`src/rtl/keyboard_report_change_events_macros.svh`:
```
// Assertion macros for the keyboard report change event block.
// Included by RTL files that carry concurrent checks; SYNTH builds drop them.
`ifndef KEYBOARD_REPORT_CHANGE_EVENTS_MACROS_SVH
`define KEYBOARD_REPORT_CHANGE_EVENTS_MACROS_SVH
`ifndef SYNTH
`define KRCE_ASSERT(lbl, clk, rstn, prop) \
    lbl: assert property (@(posedge clk) disable iff (!rstn) (prop)) \
        else $error("krce check failed");
`define KRCE_IMPLY(lbl, clk, rstn, ante, cons) \
    lbl: assert property (@(posedge clk) disable iff (!rstn) (ante) |-> (cons)) \
        else $error("krce check failed");
`else
`define KRCE_ASSERT(lbl, clk, rstn, prop)
`define KRCE_IMPLY(lbl, clk, rstn, ante, cons)
`endif
`endif

```
`src/rtl/krce_pkg.sv`:
```
// Shared types and constants for the keyboard report change event block.
// No dependencies.
`timescale 1ns / 1ps

package krce_pkg;

    localparam int MAX_EVENTS = 32;
    localparam int CNT_W      = 6;
    localparam logic [6:0] BASE_NOTE = 7'h30;

    typedef enum logic [3:0] {
        EV_PRESS       = 4'd0,
        EV_RELEASE     = 4'd1,
        EV_SUSTAIN     = 4'd2,
        EV_STOMP       = 4'd3,
        EV_MOD         = 4'd4,
        EV_EXPRESSION  = 4'd5,
        EV_ACCESSORIES = 4'd6,
        EV_LOW_HAND    = 4'd7,
        EV_HIGH_HAND   = 4'd8,
        EV_ACCEL       = 4'd9
    } t_kind;

    typedef struct packed {
        logic [1:0]  pad;
        logic [63:0] report_head;
        logic        sustain_pedal;
        logic        stomp_pedal;
        logic [7:0]  axis_x;
        logic [7:0]  axis_y;
        logic [7:0]  axis_z;
        logic [7:0]  expression_pedal;
        logic [7:0]  accessories;
        logic [7:0]  low_hand;
        logic [3:0]  high_hand_bits;
    } t_report;

    typedef struct packed {
        t_kind       event_kind;
        logic [1:0]  event_pad;
        logic [6:0]  note;
        logic [7:0]  value;
        logic [7:0]  value_y;
        logic [7:0]  value_z;
        logic        last;
    } t_event;

    // stored per-pad state except the key bits
    typedef struct packed {
        logic        sustain;
        logic        stomp;
        logic [7:0]  mod;
        logic [7:0]  expr;
        logic [7:0]  acc;
        logic [7:0]  low;
        logic [3:0]  high;
        logic [23:0] tilt;
    } t_pad_state;

    typedef struct packed {
        logic        is_key;
        t_kind       kind;
        logic        key_now;
        logic        key_was;
        logic [6:0]  note;
        logic [6:0]  vel;
    } t_step;

    typedef struct packed {
        logic        differ;
        t_event      ev;
        t_pad_state  state;
    } t_result;

endpackage

```
`src/rtl/krce_ifs.sv`:
```
// Channel interfaces: report input, event output and config write.
// No dependencies.
`timescale 1ns / 1ps

interface krce_report_if;
    logic        valid;
    logic        ready;
    logic [1:0]  pad;
    logic [63:0] report_head;
    logic        sustain_pedal;
    logic        stomp_pedal;
    logic [7:0]  axis_x;
    logic [7:0]  axis_y;
    logic [7:0]  axis_z;
    logic [7:0]  expression_pedal;
    logic [7:0]  accessories;
    logic [7:0]  low_hand;
    logic [3:0]  high_hand_bits;

    modport source (
        output valid, pad, report_head, sustain_pedal, stomp_pedal, axis_x, axis_y,
               axis_z, expression_pedal, accessories, low_hand, high_hand_bits,
        input  ready
    );
    modport sink (
        input  valid, pad, report_head, sustain_pedal, stomp_pedal, axis_x, axis_y,
               axis_z, expression_pedal, accessories, low_hand, high_hand_bits,
        output ready
    );
endinterface

interface krce_event_if;
    logic        valid;
    logic        ready;
    logic [3:0]  event_kind;
    logic [1:0]  event_pad;
    logic [6:0]  note;
    logic [7:0]  value;
    logic [7:0]  value_y;
    logic [7:0]  value_z;
    logic        last;

    modport source (
        output valid, event_kind, event_pad, note, value, value_y, value_z, last,
        input  ready
    );
    modport sink (
        input  valid, event_kind, event_pad, note, value, value_y, value_z, last,
        output ready
    );
endinterface

interface krce_cfg_if;
    logic valid;
    logic ready;
    logic use_midi_port;

    modport source (output valid, use_midi_port, input ready);
    modport sink (input valid, use_midi_port, output ready);
endinterface

```
`src/rtl/krce_unit.sv`:
```
// Shared compare unit: checks one key or one field against the stored pad state,
// builds the candidate event and the updated state. Uses krce_pkg.
`timescale 1ns / 1ps

module krce_unit (
    input  krce_pkg::t_report    i_rep,
    input  krce_pkg::t_pad_state i_old,
    input  krce_pkg::t_step      i_step,
    output krce_pkg::t_result    o_res
);

    always_comb begin
        o_res              = '0;
        o_res.state        = i_old;
        o_res.ev.event_pad = i_rep.pad;
        o_res.ev.event_kind = i_step.kind;
        if (i_step.is_key) begin
            o_res.differ        = i_step.key_now != i_step.key_was;
            o_res.ev.event_kind = i_step.key_now ? krce_pkg::EV_PRESS : krce_pkg::EV_RELEASE;
            o_res.ev.note       = i_step.note;
            o_res.ev.value      = i_step.key_now ? {1'b0, i_step.vel} : 8'd0;
        end else begin
            case (i_step.kind)
                krce_pkg::EV_SUSTAIN: begin
                    o_res.differ        = i_rep.sustain_pedal != i_old.sustain;
                    o_res.state.sustain = i_rep.sustain_pedal;
                    o_res.ev.value      = {7'd0, i_rep.sustain_pedal};
                end
                krce_pkg::EV_STOMP: begin
                    o_res.differ      = i_rep.stomp_pedal != i_old.stomp;
                    o_res.state.stomp = i_rep.stomp_pedal;
                    o_res.ev.value    = {7'd0, i_rep.stomp_pedal};
                end
                krce_pkg::EV_MOD: begin
                    o_res.differ    = i_rep.axis_x != i_old.mod;
                    o_res.state.mod = i_rep.axis_x;
                    o_res.ev.value  = i_rep.axis_x;
                end
                krce_pkg::EV_EXPRESSION: begin
                    o_res.differ     = i_rep.expression_pedal != i_old.expr;
                    o_res.state.expr = i_rep.expression_pedal;
                    o_res.ev.value   = i_rep.expression_pedal;
                end
                krce_pkg::EV_ACCESSORIES: begin
                    o_res.differ    = i_rep.accessories != i_old.acc;
                    o_res.state.acc = i_rep.accessories;
                    o_res.ev.value  = i_rep.accessories;
                end
                krce_pkg::EV_LOW_HAND: begin
                    o_res.differ    = i_rep.low_hand != i_old.low;
                    o_res.state.low = i_rep.low_hand;
                    o_res.ev.value  = i_rep.low_hand;
                end
                krce_pkg::EV_HIGH_HAND: begin
                    o_res.differ     = i_rep.high_hand_bits != i_old.high;
                    o_res.state.high = i_rep.high_hand_bits;
                    o_res.ev.value   = {4'd0, i_rep.high_hand_bits};
                end
                krce_pkg::EV_ACCEL: begin
                    o_res.differ     = {i_rep.axis_x, i_rep.axis_y, i_rep.axis_z} != i_old.tilt;
                    o_res.state.tilt = {i_rep.axis_x, i_rep.axis_y, i_rep.axis_z};
                    o_res.ev.value   = i_rep.axis_x;
                    o_res.ev.value_y = i_rep.axis_y;
                    o_res.ev.value_z = i_rep.axis_z;
                end
                default: begin
                    o_res.differ = 1'b0;
                end
            endcase
        end
    end

endmodule

```
`src/rtl/keyboard_report_change_events.sv`:
```
// Top level: per-pad report change detector with a key/field scan sequencer.
// Uses krce_pkg, the krce interfaces, krce_unit and the assertion macro header.
// Each event is held back until the next one is found; the held one leaves at flush
// as the final event of the item (last). A new report is taken only while idle, after
// the previous one has flushed. One key or field per cycle while the event output is not stalled.
// Reset (synchronous, active low) clears all stored pad state and the config bit.
`timescale 1ns / 1ps
`include "keyboard_report_change_events_macros.svh"

module keyboard_report_change_events #(
    parameter int PAD_COUNT      = 4,
    parameter int KEY_COUNT      = 25,
    parameter int VELOCITY_SLOTS = 5
) (
    input  logic               i_clk,
    input  logic               i_rst_n,
    krce_report_if.sink        i_in,
    krce_event_if.source       o_ev,
    krce_cfg_if.sink           i_cfg
);

    localparam int PW    = (PAD_COUNT > 1) ? $clog2(PAD_COUNT) : 1;
    localparam int KW    = (KEY_COUNT > 1) ? $clog2(KEY_COUNT) : 1;
    localparam int SW_R  = $clog2(KEY_COUNT + 2);
    localparam int SW    = (SW_R < 3) ? 3 : SW_R;
    localparam int CNT_W = krce_pkg::CNT_W;

    typedef enum logic [1:0] {ST_IDLE, ST_KEYS, ST_FIELDS, ST_FLUSH} t_state;

    t_state                 r_state;
    logic                   r_use_midi;
    krce_pkg::t_report      r_rep;
    logic [KW-1:0]          r_key;
    krce_pkg::t_kind        r_fld;
    logic [SW-1:0]          r_slot;
    logic [CNT_W-1:0]       r_count;
    krce_pkg::t_event       r_pend;
    logic                   r_pend_v;
    krce_pkg::t_event       r_out;
    logic                   r_out_v;
    logic [KEY_COUNT-1:0]   r_key_down [PAD_COUNT];
    krce_pkg::t_pad_state   r_pst      [PAD_COUNT];

    logic [PW-1:0]          w_pidx;
    logic [KEY_COUNT-1:0]   w_keys;
    logic [6:0]             w_vel;
    logic                   w_pad_ok;
    krce_pkg::t_step        w_step;
    krce_pkg::t_result      w_res;
    logic                   w_scan;
    logic                   w_emit;
    logic                   w_out_free;
    logic                   w_go;
    logic                   w_push;
    krce_pkg::t_event       w_out_next;

    assign w_pidx   = PW'(r_rep.pad);
    assign w_pad_ok = {2'b00, i_in.pad} < 4'(PAD_COUNT);

    // key k sits in byte k/8, bit 7-k%8, i.e. head bit 63-k
    always_comb begin
        for (int k = 0; k < KEY_COUNT; k++) begin
            w_keys[k] = r_rep.report_head[63 - k];
        end
    end

    // slot s takes low 7 bits of byte s+2
    always_comb begin
        w_vel = 7'd0;
        for (int s = 1; s <= 5; s++) begin
            if (s <= VELOCITY_SLOTS && r_slot == SW'(s)) begin
                w_vel = r_rep.report_head[62 - 8 * (s + 2) -: 7];
            end
        end
    end

    always_comb begin
        w_step         = '0;
        w_step.is_key  = (r_state == ST_KEYS);
        w_step.kind    = r_fld;
        w_step.key_now = w_keys[r_key];
        w_step.key_was = r_key_down[w_pidx][r_key];
        w_step.note    = krce_pkg::BASE_NOTE + 7'(r_key);
        w_step.vel     = w_vel;
    end

    krce_unit u_unit (
        .i_rep  (r_rep),
        .i_old  (r_pst[w_pidx]),
        .i_step (w_step),
        .o_res  (w_res)
    );

    assign w_scan     = (r_state == ST_KEYS) || (r_state == ST_FIELDS);
    assign w_emit     = w_res.differ && (r_count < CNT_W'(krce_pkg::MAX_EVENTS));
    assign w_out_free = !r_out_v || o_ev.ready;
    // a new event bumps the held one to the output, so stall if that is full
    assign w_go       = w_scan && !(w_emit && r_pend_v && !w_out_free);
    assign w_push     = (w_go && w_emit && r_pend_v)
                      || (r_state == ST_FLUSH && r_pend_v && w_out_free);

    // the held event leaving at flush is the final one of the item
    always_comb begin
        w_out_next      = r_pend;
        w_out_next.last = (r_state == ST_FLUSH);
    end

    assign i_in.ready = (r_state == ST_IDLE);
    assign i_cfg.ready = 1'b1;

    assign o_ev.valid      = r_out_v;
    assign o_ev.event_kind = r_out.event_kind;
    assign o_ev.event_pad  = r_out.event_pad;
    assign o_ev.note       = r_out.note;
    assign o_ev.value      = r_out.value;
    assign o_ev.value_y    = r_out.value_y;
    assign o_ev.value_z    = r_out.value_z;
    assign o_ev.last       = r_out.last;

    always_ff @(posedge i_clk) begin
        if (!i_rst_n) begin
            r_state    <= ST_IDLE;
            r_use_midi <= 1'b0;
            r_key      <= '0;
            r_fld      <= krce_pkg::EV_SUSTAIN;
            r_slot     <= '0;
            r_count    <= '0;
            r_pend_v   <= 1'b0;
            r_out_v    <= 1'b0;
            for (int p = 0; p < PAD_COUNT; p++) begin
                r_key_down[p] <= '0;
                r_pst[p]      <= '0;
            end
        end else begin
            if (i_cfg.valid) begin
                r_use_midi <= i_cfg.use_midi_port;
            end

            if (w_push) begin
                r_out   <= w_out_next;
                r_out_v <= 1'b1;
            end else if (o_ev.ready) begin
                r_out_v <= 1'b0;
            end

            if (w_go && w_emit) begin
                r_pend   <= w_res.ev;
                r_pend_v <= 1'b1;
                r_count  <= r_count + 1'b1;
            end

            case (r_state)
                ST_IDLE: begin
                    if (i_in.valid && !r_use_midi && w_pad_ok) begin
                        r_rep.pad              <= i_in.pad;
                        r_rep.report_head      <= i_in.report_head;
                        r_rep.sustain_pedal    <= i_in.sustain_pedal;
                        r_rep.stomp_pedal      <= i_in.stomp_pedal;
                        r_rep.axis_x           <= i_in.axis_x;
                        r_rep.axis_y           <= i_in.axis_y;
                        r_rep.axis_z           <= i_in.axis_z;
                        r_rep.expression_pedal <= i_in.expression_pedal;
                        r_rep.accessories      <= i_in.accessories;
                        r_rep.low_hand         <= i_in.low_hand;
                        r_rep.high_hand_bits   <= i_in.high_hand_bits;
                        r_key   <= '0;
                        r_slot  <= SW'(1);
                        r_count <= '0;
                        r_state <= ST_KEYS;
                    end
                end
                ST_KEYS: begin
                    if (w_go) begin
                        if (w_res.differ) begin
                            r_key_down[w_pidx][r_key] <= w_step.key_now;
                        end
                        // held and new presses both use up a slot
                        if (w_step.key_now) begin
                            r_slot <= r_slot + 1'b1;
                        end
                        if (r_key == KW'(KEY_COUNT - 1)) begin
                            r_fld   <= krce_pkg::EV_SUSTAIN;
                            r_state <= ST_FIELDS;
                        end else begin
                            r_key <= r_key + 1'b1;
                        end
                    end
                end
                ST_FIELDS: begin
                    if (w_go) begin
                        r_pst[w_pidx] <= w_res.state;
                        if (r_fld == krce_pkg::EV_ACCEL) begin
                            r_state <= ST_FLUSH;
                        end else begin
                            r_fld <= krce_pkg::t_kind'(r_fld + 4'd1);
                        end
                    end
                end
                ST_FLUSH: begin
                    if (!r_pend_v) begin
                        r_state <= ST_IDLE;
                    end else if (w_out_free) begin
                        r_pend_v <= 1'b0;
                        r_state  <= ST_IDLE;
                    end
                end
                default: begin
                    r_state <= ST_IDLE;
                end
            endcase
        end
    end

    `KRCE_ASSERT(a_count_bound, i_clk, i_rst_n, r_count <= CNT_W'(krce_pkg::MAX_EVENTS))
    `KRCE_IMPLY(a_idle_empty, i_clk, i_rst_n, r_state == ST_IDLE, !r_pend_v)
    `KRCE_IMPLY(a_busy_blocks, i_clk, i_rst_n, r_state != ST_IDLE, !i_in.ready)
    `KRCE_IMPLY(a_pend_count, i_clk, i_rst_n, r_pend_v, r_count != '0)

endmodule

```
`src/flat_wrapper.sv`:
```
// flat-port wrapper written by rule: the top's interface ports become plain ports
module keyboard_report_change_events_flat 
#(
    parameter int PAD_COUNT      = 4,
    parameter int KEY_COUNT      = 25,
    parameter int VELOCITY_SLOTS = 5
)
  (i_clk, i_rst_n, i_in_valid, i_in_pad, i_in_report_head, i_in_sustain_pedal, i_in_stomp_pedal, i_in_axis_x, i_in_axis_y, i_in_axis_z, i_in_expression_pedal, i_in_accessories, i_in_low_hand, i_in_high_hand_bits, i_in_ready, o_ev_valid, o_ev_event_kind, o_ev_event_pad, o_ev_note, o_ev_value, o_ev_value_y, o_ev_value_z, o_ev_last, o_ev_ready, i_cfg_valid, i_cfg_use_midi_port, i_cfg_ready);
  krce_report_if i_in_i ();
  krce_event_if o_ev_i ();
  krce_cfg_if i_cfg_i ();
  input  logic i_clk;
  input  logic i_rst_n;
  input wire logic [$bits(i_in_i.valid)-1:0] i_in_valid;
  input wire logic [$bits(i_in_i.pad)-1:0] i_in_pad;
  input wire logic [$bits(i_in_i.report_head)-1:0] i_in_report_head;
  input wire logic [$bits(i_in_i.sustain_pedal)-1:0] i_in_sustain_pedal;
  input wire logic [$bits(i_in_i.stomp_pedal)-1:0] i_in_stomp_pedal;
  input wire logic [$bits(i_in_i.axis_x)-1:0] i_in_axis_x;
  input wire logic [$bits(i_in_i.axis_y)-1:0] i_in_axis_y;
  input wire logic [$bits(i_in_i.axis_z)-1:0] i_in_axis_z;
  input wire logic [$bits(i_in_i.expression_pedal)-1:0] i_in_expression_pedal;
  input wire logic [$bits(i_in_i.accessories)-1:0] i_in_accessories;
  input wire logic [$bits(i_in_i.low_hand)-1:0] i_in_low_hand;
  input wire logic [$bits(i_in_i.high_hand_bits)-1:0] i_in_high_hand_bits;
  output wire logic [$bits(i_in_i.ready)-1:0] i_in_ready;
  output wire logic [$bits(o_ev_i.valid)-1:0] o_ev_valid;
  output wire logic [$bits(o_ev_i.event_kind)-1:0] o_ev_event_kind;
  output wire logic [$bits(o_ev_i.event_pad)-1:0] o_ev_event_pad;
  output wire logic [$bits(o_ev_i.note)-1:0] o_ev_note;
  output wire logic [$bits(o_ev_i.value)-1:0] o_ev_value;
  output wire logic [$bits(o_ev_i.value_y)-1:0] o_ev_value_y;
  output wire logic [$bits(o_ev_i.value_z)-1:0] o_ev_value_z;
  output wire logic [$bits(o_ev_i.last)-1:0] o_ev_last;
  input wire logic [$bits(o_ev_i.ready)-1:0] o_ev_ready;
  input wire logic [$bits(i_cfg_i.valid)-1:0] i_cfg_valid;
  input wire logic [$bits(i_cfg_i.use_midi_port)-1:0] i_cfg_use_midi_port;
  output wire logic [$bits(i_cfg_i.ready)-1:0] i_cfg_ready;
  assign i_in_i.valid = i_in_valid;
  assign i_in_i.pad = i_in_pad;
  assign i_in_i.report_head = i_in_report_head;
  assign i_in_i.sustain_pedal = i_in_sustain_pedal;
  assign i_in_i.stomp_pedal = i_in_stomp_pedal;
  assign i_in_i.axis_x = i_in_axis_x;
  assign i_in_i.axis_y = i_in_axis_y;
  assign i_in_i.axis_z = i_in_axis_z;
  assign i_in_i.expression_pedal = i_in_expression_pedal;
  assign i_in_i.accessories = i_in_accessories;
  assign i_in_i.low_hand = i_in_low_hand;
  assign i_in_i.high_hand_bits = i_in_high_hand_bits;
  assign i_in_ready = i_in_i.ready;
  assign o_ev_valid = o_ev_i.valid;
  assign o_ev_event_kind = o_ev_i.event_kind;
  assign o_ev_event_pad = o_ev_i.event_pad;
  assign o_ev_note = o_ev_i.note;
  assign o_ev_value = o_ev_i.value;
  assign o_ev_value_y = o_ev_i.value_y;
  assign o_ev_value_z = o_ev_i.value_z;
  assign o_ev_last = o_ev_i.last;
  assign o_ev_i.ready = o_ev_ready;
  assign i_cfg_i.valid = i_cfg_valid;
  assign i_cfg_i.use_midi_port = i_cfg_use_midi_port;
  assign i_cfg_ready = i_cfg_i.ready;
  keyboard_report_change_events #(.PAD_COUNT(PAD_COUNT), .KEY_COUNT(KEY_COUNT), .VELOCITY_SLOTS(VELOCITY_SLOTS)) u_core (.i_clk(i_clk), .i_rst_n(i_rst_n), .i_in(i_in_i), .o_ev(o_ev_i), .i_cfg(i_cfg_i));
endmodule
```
`config.mk`:
```
export PLATFORM = sky130hd
export DESIGN_NAME = keyboard_report_change_events_flat
export DESIGN_NICKNAME = d
export VERILOG_FILES = /design/src/rtl/krce_pkg.sv /design/src/rtl/krce_ifs.sv /design/src/rtl/krce_unit.sv /design/src/rtl/keyboard_report_change_events.sv /design/src/flat_wrapper.sv
export VERILOG_INCLUDE_DIRS = /design/src /design/src/rtl
export SDC_FILE = /design/constraint.sdc
export NUM_CORES = 1
export LEC_CHECK = 0
export BUFFER_PORTS_ARGS = -buffer_cell sky130_fd_sc_hd__clkbuf_2
export CORE_ASPECT_RATIO = 1.5
export CORE_MARGIN = 3
export CORE_UTILIZATION = 41
export DETAILED_ROUTE_END_ITERATION = 8
export MAX_ROUTING_LAYER = met4
export SLEW_MARGIN = 20
export SYNTH_ARGS = -nofsm -noshare
export SYNTH_HDL_FRONTEND = slang
export SYNTH_SLANG_ARGS = --single-unit
```
`constraint.sdc`:
```
create_clock -name i_clk -period 11.25 [get_ports i_clk]
set_input_delay 3.375 -clock i_clk [delete_from_list [all_inputs] [get_ports i_clk]]
set_output_delay 3.375 -clock i_clk [all_outputs]
set_load 0.005 [all_outputs]
```
# [Yosys cells after proc, flatten, opt, wreduce, memory -nomap -nowiden]
# Memories as Yosys holds them, arrays and structs flattened. A register that Yosys moved wholly into a read port is not among the register bits.
# Cells that the tools add are included.
[classes] mux=75 n_reduce_logical=32 eq_ne=35 bitwise=1 magnitude_cmp=3 addsub=5
[ops] cell="2-to-1 mux 62 bit" n=2
[ops] cell="2-to-1 mux 25 bit" n=3
[ops] cell="OR reduction 62 bit" n=1
[ops] cell="one-hot mux 8 bit (7 select lines)" n=1
[ops] cell="2-to-1 mux 7 bit" n=6
[ops] cell="2-to-1 mux 8 bit" n=5
[ops] cell="!= test 8 bit" n=4
[ops] cell="2-to-1 mux 5 bit" n=6
[ops] cell="OR reduction 25 bit" n=1
[ops] cell="2-to-1 mux 24 bit" n=1
[ops] cell="2-to-1 mux 4 bit" n=6
[ops] cell="!= test 24 bit" n=1
[ops] cell="2-to-1 mux 1 bit" n=23
[ops] cell="2-to-1 mux 2 bit" n=11
[ops] cell="one-hot mux 5 bit (2 select lines)" n=2
[ops] cell="2-to-1 mux 6 bit" n=3
[ops] cell="== test 4 x 3 -> 1 bit (second input constant)" n=4
[ops] cell="adder 5 x 1 -> 5 bit (second input constant)" n=2
[ops] cell="binary-select mux 1 bit (select 5 bit)" n=2
[ops] cell="== test 5 x 2 -> 1 bit (second input constant)" n=2
[ops] cell="== test 5 x 3 -> 1 bit (second input constant)" n=2
[ops] cell="logical AND 1 bit" n=10
[ops] cell="== test 4 x 2 -> 1 bit (second input constant)" n=2
[ops] cell="== test 4 bit (second input constant)" n=2
[ops] cell="30 further kinds" n=49
[totals] ramBits=348 reg_bits=220 output_inout_bits=41 mem_count=2 in_bits=126 elab_cells=185
[mem_list] memory="u_core.r_pst" words=4 width=62 rd=1 rd_clocked_by_memory_dff=1 write_ports=4 line_no="keyboard_report_change_events.sv:42" source="krce_pkg::t_pad_state r_pst [PAD_COUNT];"
[mem_list] memory="u_core.r_key_down" words=4 width=25 rd=1 rd_clocked_by_memory_dff=1 write_ports=4 line_no="keyboard_report_change_events.sv:41" source="logic [KEY_COUNT-1:0] r_key_down [PAD_COUNT];"

# [Logic depth before layout (Yosys ltp)]
[depth] depth_word=15 ltp_mapped=14 mapped_depth_nobuf=11

# [Cells and area by module]
# From an unflattened synthesis, not the netlist that was laid out.
[unflattened] hier_cells=1806 area_unflattened_um2=25841.0
[by_module_without_submodules] mod="keyboard_report_change_events" n_inst=1 seq_area_each_um2=16846.2 cells_each=1546 area_each_um2=23744.0
[by_module_without_submodules] mod="krce_unit" n_inst=1 seq_area_each_um2=0.0 cells_each=260 area_each_um2=2097.0

# [Worst setup path before layout]
# No wires, ideal clock.
[synth_timing] path_kind="input -> register" startpoint="in o_ev_ready" endpoint="mem u_core.r_pst[2][0] (netlist bit) (enable)" arrival_time_ps=8580 t_required_ps=10682 path_stages=7 setup_slack_ps=2103 path_cell_list="nand3b_1 > or2_2 > nand2_1 > inv_1 > a31o_2 > nand2_1 > o21ai_0"
[synth_rtl] element="from (decl)" line_no="flat_wrapper.sv:35" source="input wire logic [$bits(o_ev_i.ready)-1:0] o_ev_ready;"
[synth_rtl] element="to (decl)" line_no="keyboard_report_change_events.sv:42"

# [Worst setup path in the final report]
[layout_timing] startpoint="in i_rst_n" endpoint="reg u_core.r_rep[20] (netlist bit) (enable)"
[layout_between] elab_chain_len=1
[layout_rtl] element="from (decl)" line_no="flat_wrapper.sv:13" source="input logic i_rst_n;"
[layout_rtl] element="AND reduction 3 bit (no source line)"
[layout_rtl] element="to (decl)" line_no="keyboard_report_change_events.sv:32" source="krce_pkg::t_report r_rep;"
# No other way between the ends.
# A chain may end at the register's enable or synchronous reset.

==> results.md <==
* Drt wl/cell at between 20 and 25 um
* Commonest non-fill, non-tap cells in the layout: edfxtp_1 (537), nor2_1 (323), clkbuf_2 (160)
* Largest net degree at the start of global routing at slightly above 100
* Post-route insts no fill at 2755
* Grt met1 use at 0.234
* CTS Sinks at approximately 560
* Hold Path Class: reg -> reg
* CP cell instances: buf_4 > buf_4 > nand2_1 > inv_4 > buf_4
* Final Hold Viols at 0
* DR pass1 iterations at 7
* Maximum root-to-sink buffer count at 3
* Status: finished clean
* Post-Route Skew at about 0.025 ns
* Final period util at 0.567
* Die area at roughly 64000 um^2
* Final GP Congestion at 0.809
* Clk Latency, worst-skew pair at between 0.6 and 0.7 ns
* CTS Buf Count at between 50 and 60
* Worst Path Arrival at 6.61 ns
* Setup TNS after final layout at 0 ns
* CTS tree: yes
* Synth Area in XOR/XNOR at 0.0231
* Slew HR at 0.270
* Most common cell after layout, fill and taps aside: edfxtp_1
* Top cell type's share of synthesized area at 0.645
* Post-synthesis mux area share at 0.104
* Crit path time final at 6.38 ns
* Most used routing layer: met2
* Port bufs at between 150 and 200
* Slew @ Worst Pin at 1.10 ns
* Ports at roughly 170
* Synth Flop Type: edfxtp_1
* Setup CP Type: in -> reg
* Root buffer cell: clkbuf_16
* Initial antenna violation count at 0
* Post-cts sizing count at 0
* RSZ-0062 raised after global routing: no
* Post-placement cell area at 26500 um^2
* DRT iter0 DRCs at 1367
* CTS Hold Bufs at 0
* Dpl cells at 2652
* Core area at between 60000 and 70000 um^2
* Synth area leaders: edfxtp_1 (64%), mux4_2 (7.1%), nor2_1 (4.9%), mux2i_1 (3.0%), a21oi_1 (2.4%)
* Detail-routed via count per cell at about 5.7
* Max Clock Freq at between 0.15 and 0.2 GHz
* Syn_area_per_cell at approximately 14 um^2
* First-pass GRT wire length at roughly 97000 um
* Die Ht at 308 um
* Nets@finish at between 2k and 2.5k
* Total gr overflow at 0
* Post-DP HPWL at approximately 39000 um
* Yosys cell types at roughly 70
* Global Route met3 Usage at 0.0280
* Final Slew Violations at 0
* Die width at 208 um
* Post-route cell area at around 28000 um^2
* Final Setup Violations at 0
* Compound-Gate Fraction of Synth Area at 0.0755
* Crit path max fanout at 100
* Share of layout cells above drive strength 1 at 0.194
* Worst-path clk slew at approximately 0.060 ns
* H-tree Lvls at 2
* Synthesis warning total at 0
* Mapped Area at around 25000 um^2
* Routed Wire Length at around 64000 um
* Largest family of logic cells by synthesized area: multiplexers
* GR Util met2 at 0.364
* Most frequent CP cell: buf_4
* Max stage delay on crit path at roughly 0.80 ns
* #FFs+latches synth at around 560
* Mapped Nets at roughly 1.9k
* Initial Utilization at 0.416
* Slowest CP cell: buf_4
* P&R area growth vs syn at 13.6%
* DRT antenna net count at 0
* Max-cap violation count at 0
* Post-synth EDFFs at 537
* Synth Area in Simple Gates at 0.0987
* Critical Path Sink Type: flop
* Tot GR Track Use at 0.203
* Final core utilization at 0.472
* Setup Buffers After CTS at 0
* FILL cells at approximately 5.3k
* PwrDens at approximately 190 nW/um^2
* Pleak at a little under 0.01 uW
* Seq/Total Area, Yosys at 0.667
* Vias in the first global route at approximately 17k
* DRC at 0
* CP Launch Type: input pin
* Worst path required time at between 10 and 15 ns
* Vias at 15.7k
* Synth async-reset ratio at 0
* Post-synth top area cell: edfxtp_1
* Syn Inst Count at between 1.5k and 2k
* Worst vdd ir at ~0.12 mV
* Adder-cell share of the synthesized area at 0.00851
* Rows at 110
* Diode count at 0
==> sequential cells by signal, summed over array words and instances (netlist names), 6 cells and up, named ones only <==
register,count
u_core.r_pend,36
u_core.o_ev.note,6
u_core.r_count,6
u_core.r_rep,114
u_core.r_pst,248
u_core.o_ev.value_y,8
u_core.o_ev.value,8
u_core.r_key_down,100
u_core.o_ev.value_z,8
==> cell families after synthesis <==
logic type / Yosys count
mux: 160
fa+ha+maj: 17
compound gates: 316
simple gates: 540
other cells: 1
flops: 564
buf+inv: 136
xor+xnor: 66
==> stage by stage <==
step / worst slack (ns) / hold WS [ns] / power, uW
global placement: 4.37 / 0.402 / 3550
finish: 4.87 / 0.421 / 5430
detailed placement: 4.23 / 0.405 / 3570
floorplan: 2.10 / 0.400 / 3280
CTS: 4.88 / 0.420 / 5470
global route: 4.61 / 0.425 / 5660
==> critical path: cells and delay by family <==
family | cells | cell delay (ns)
buffers and inverters | 4 | 2.76
AND/OR/NAND/NOR | 1 | 0.29
==> power breakdown <==
| group | switching [uW] | leakage (uW) | internal, uW |
|---|---|---|---|
| sequential | 108 | 0.00554 | 2500 |
| clock | 813 | 0.000893 | 1090 |
| combinational | 580 | 0.00333 | 340 |
| total | 1500 | 0.00977 | 3930 |
==> synthesized netlist by cell type (19+ instances only) <==
library cell / count
and2_1: 25
nor2_1: 324
nand4_1: 21
a22oi_1: 19
dfxtp_1: 27
nand2_1: 63
a21oi_1: 121
o21ai_0: 81
mux2i_1: 75
xnor2_1: 52
clkbuf_1: 85
nand3_1: 28
mux4_2: 79
edfxtp_1: 537
==> area by class of cell <==
cell class	count	area (um^2)	area share
clock buffers	66	1420	0.0499
inverters	17	66.3	0.00233
clock inverters	37	427	0.0150
flip-flops and latches	564	16700	0.587
repair buffers	187	1010	0.0355
multi-input cells	1100	7830	0.276
well taps	784	981	0.0345
==> layer usage <==
layer	routed length, um	part of all wire
met4	1990	0.031
met3	3670	0.058
met2	33700	0.53
met5	0	0
met1	24300	0.38
==> path summary, 6_finish.rpt <==
| path | start | cells after the start | slack [ns] | end |
|---|---|---|---|---|
| setup / recovery | i_rst_n | 5 | 4.87 | u_core.r_rep[20]$_DFFE_PP_ |
| hold / removal | u_core.r_pend[4]$_SDFFCE_PP0P_ | 0 | 0.42 | u_core.o_ev.value_z[3]$_DFFE_PP_ |
| setup reg to reg | flop | 10 | 5.38 | u_core.r_key_down[1][14]$_SDFFCE_PN0P_ |
| hold reg to reg | u_core.r_pend[4]$_SDFFCE_PP0P_ | 0 | 0.42 | u_core.o_ev.value_z[3]$_DFFE_PP_ |
Note: power is estimated with default switching activity, not from simulation.
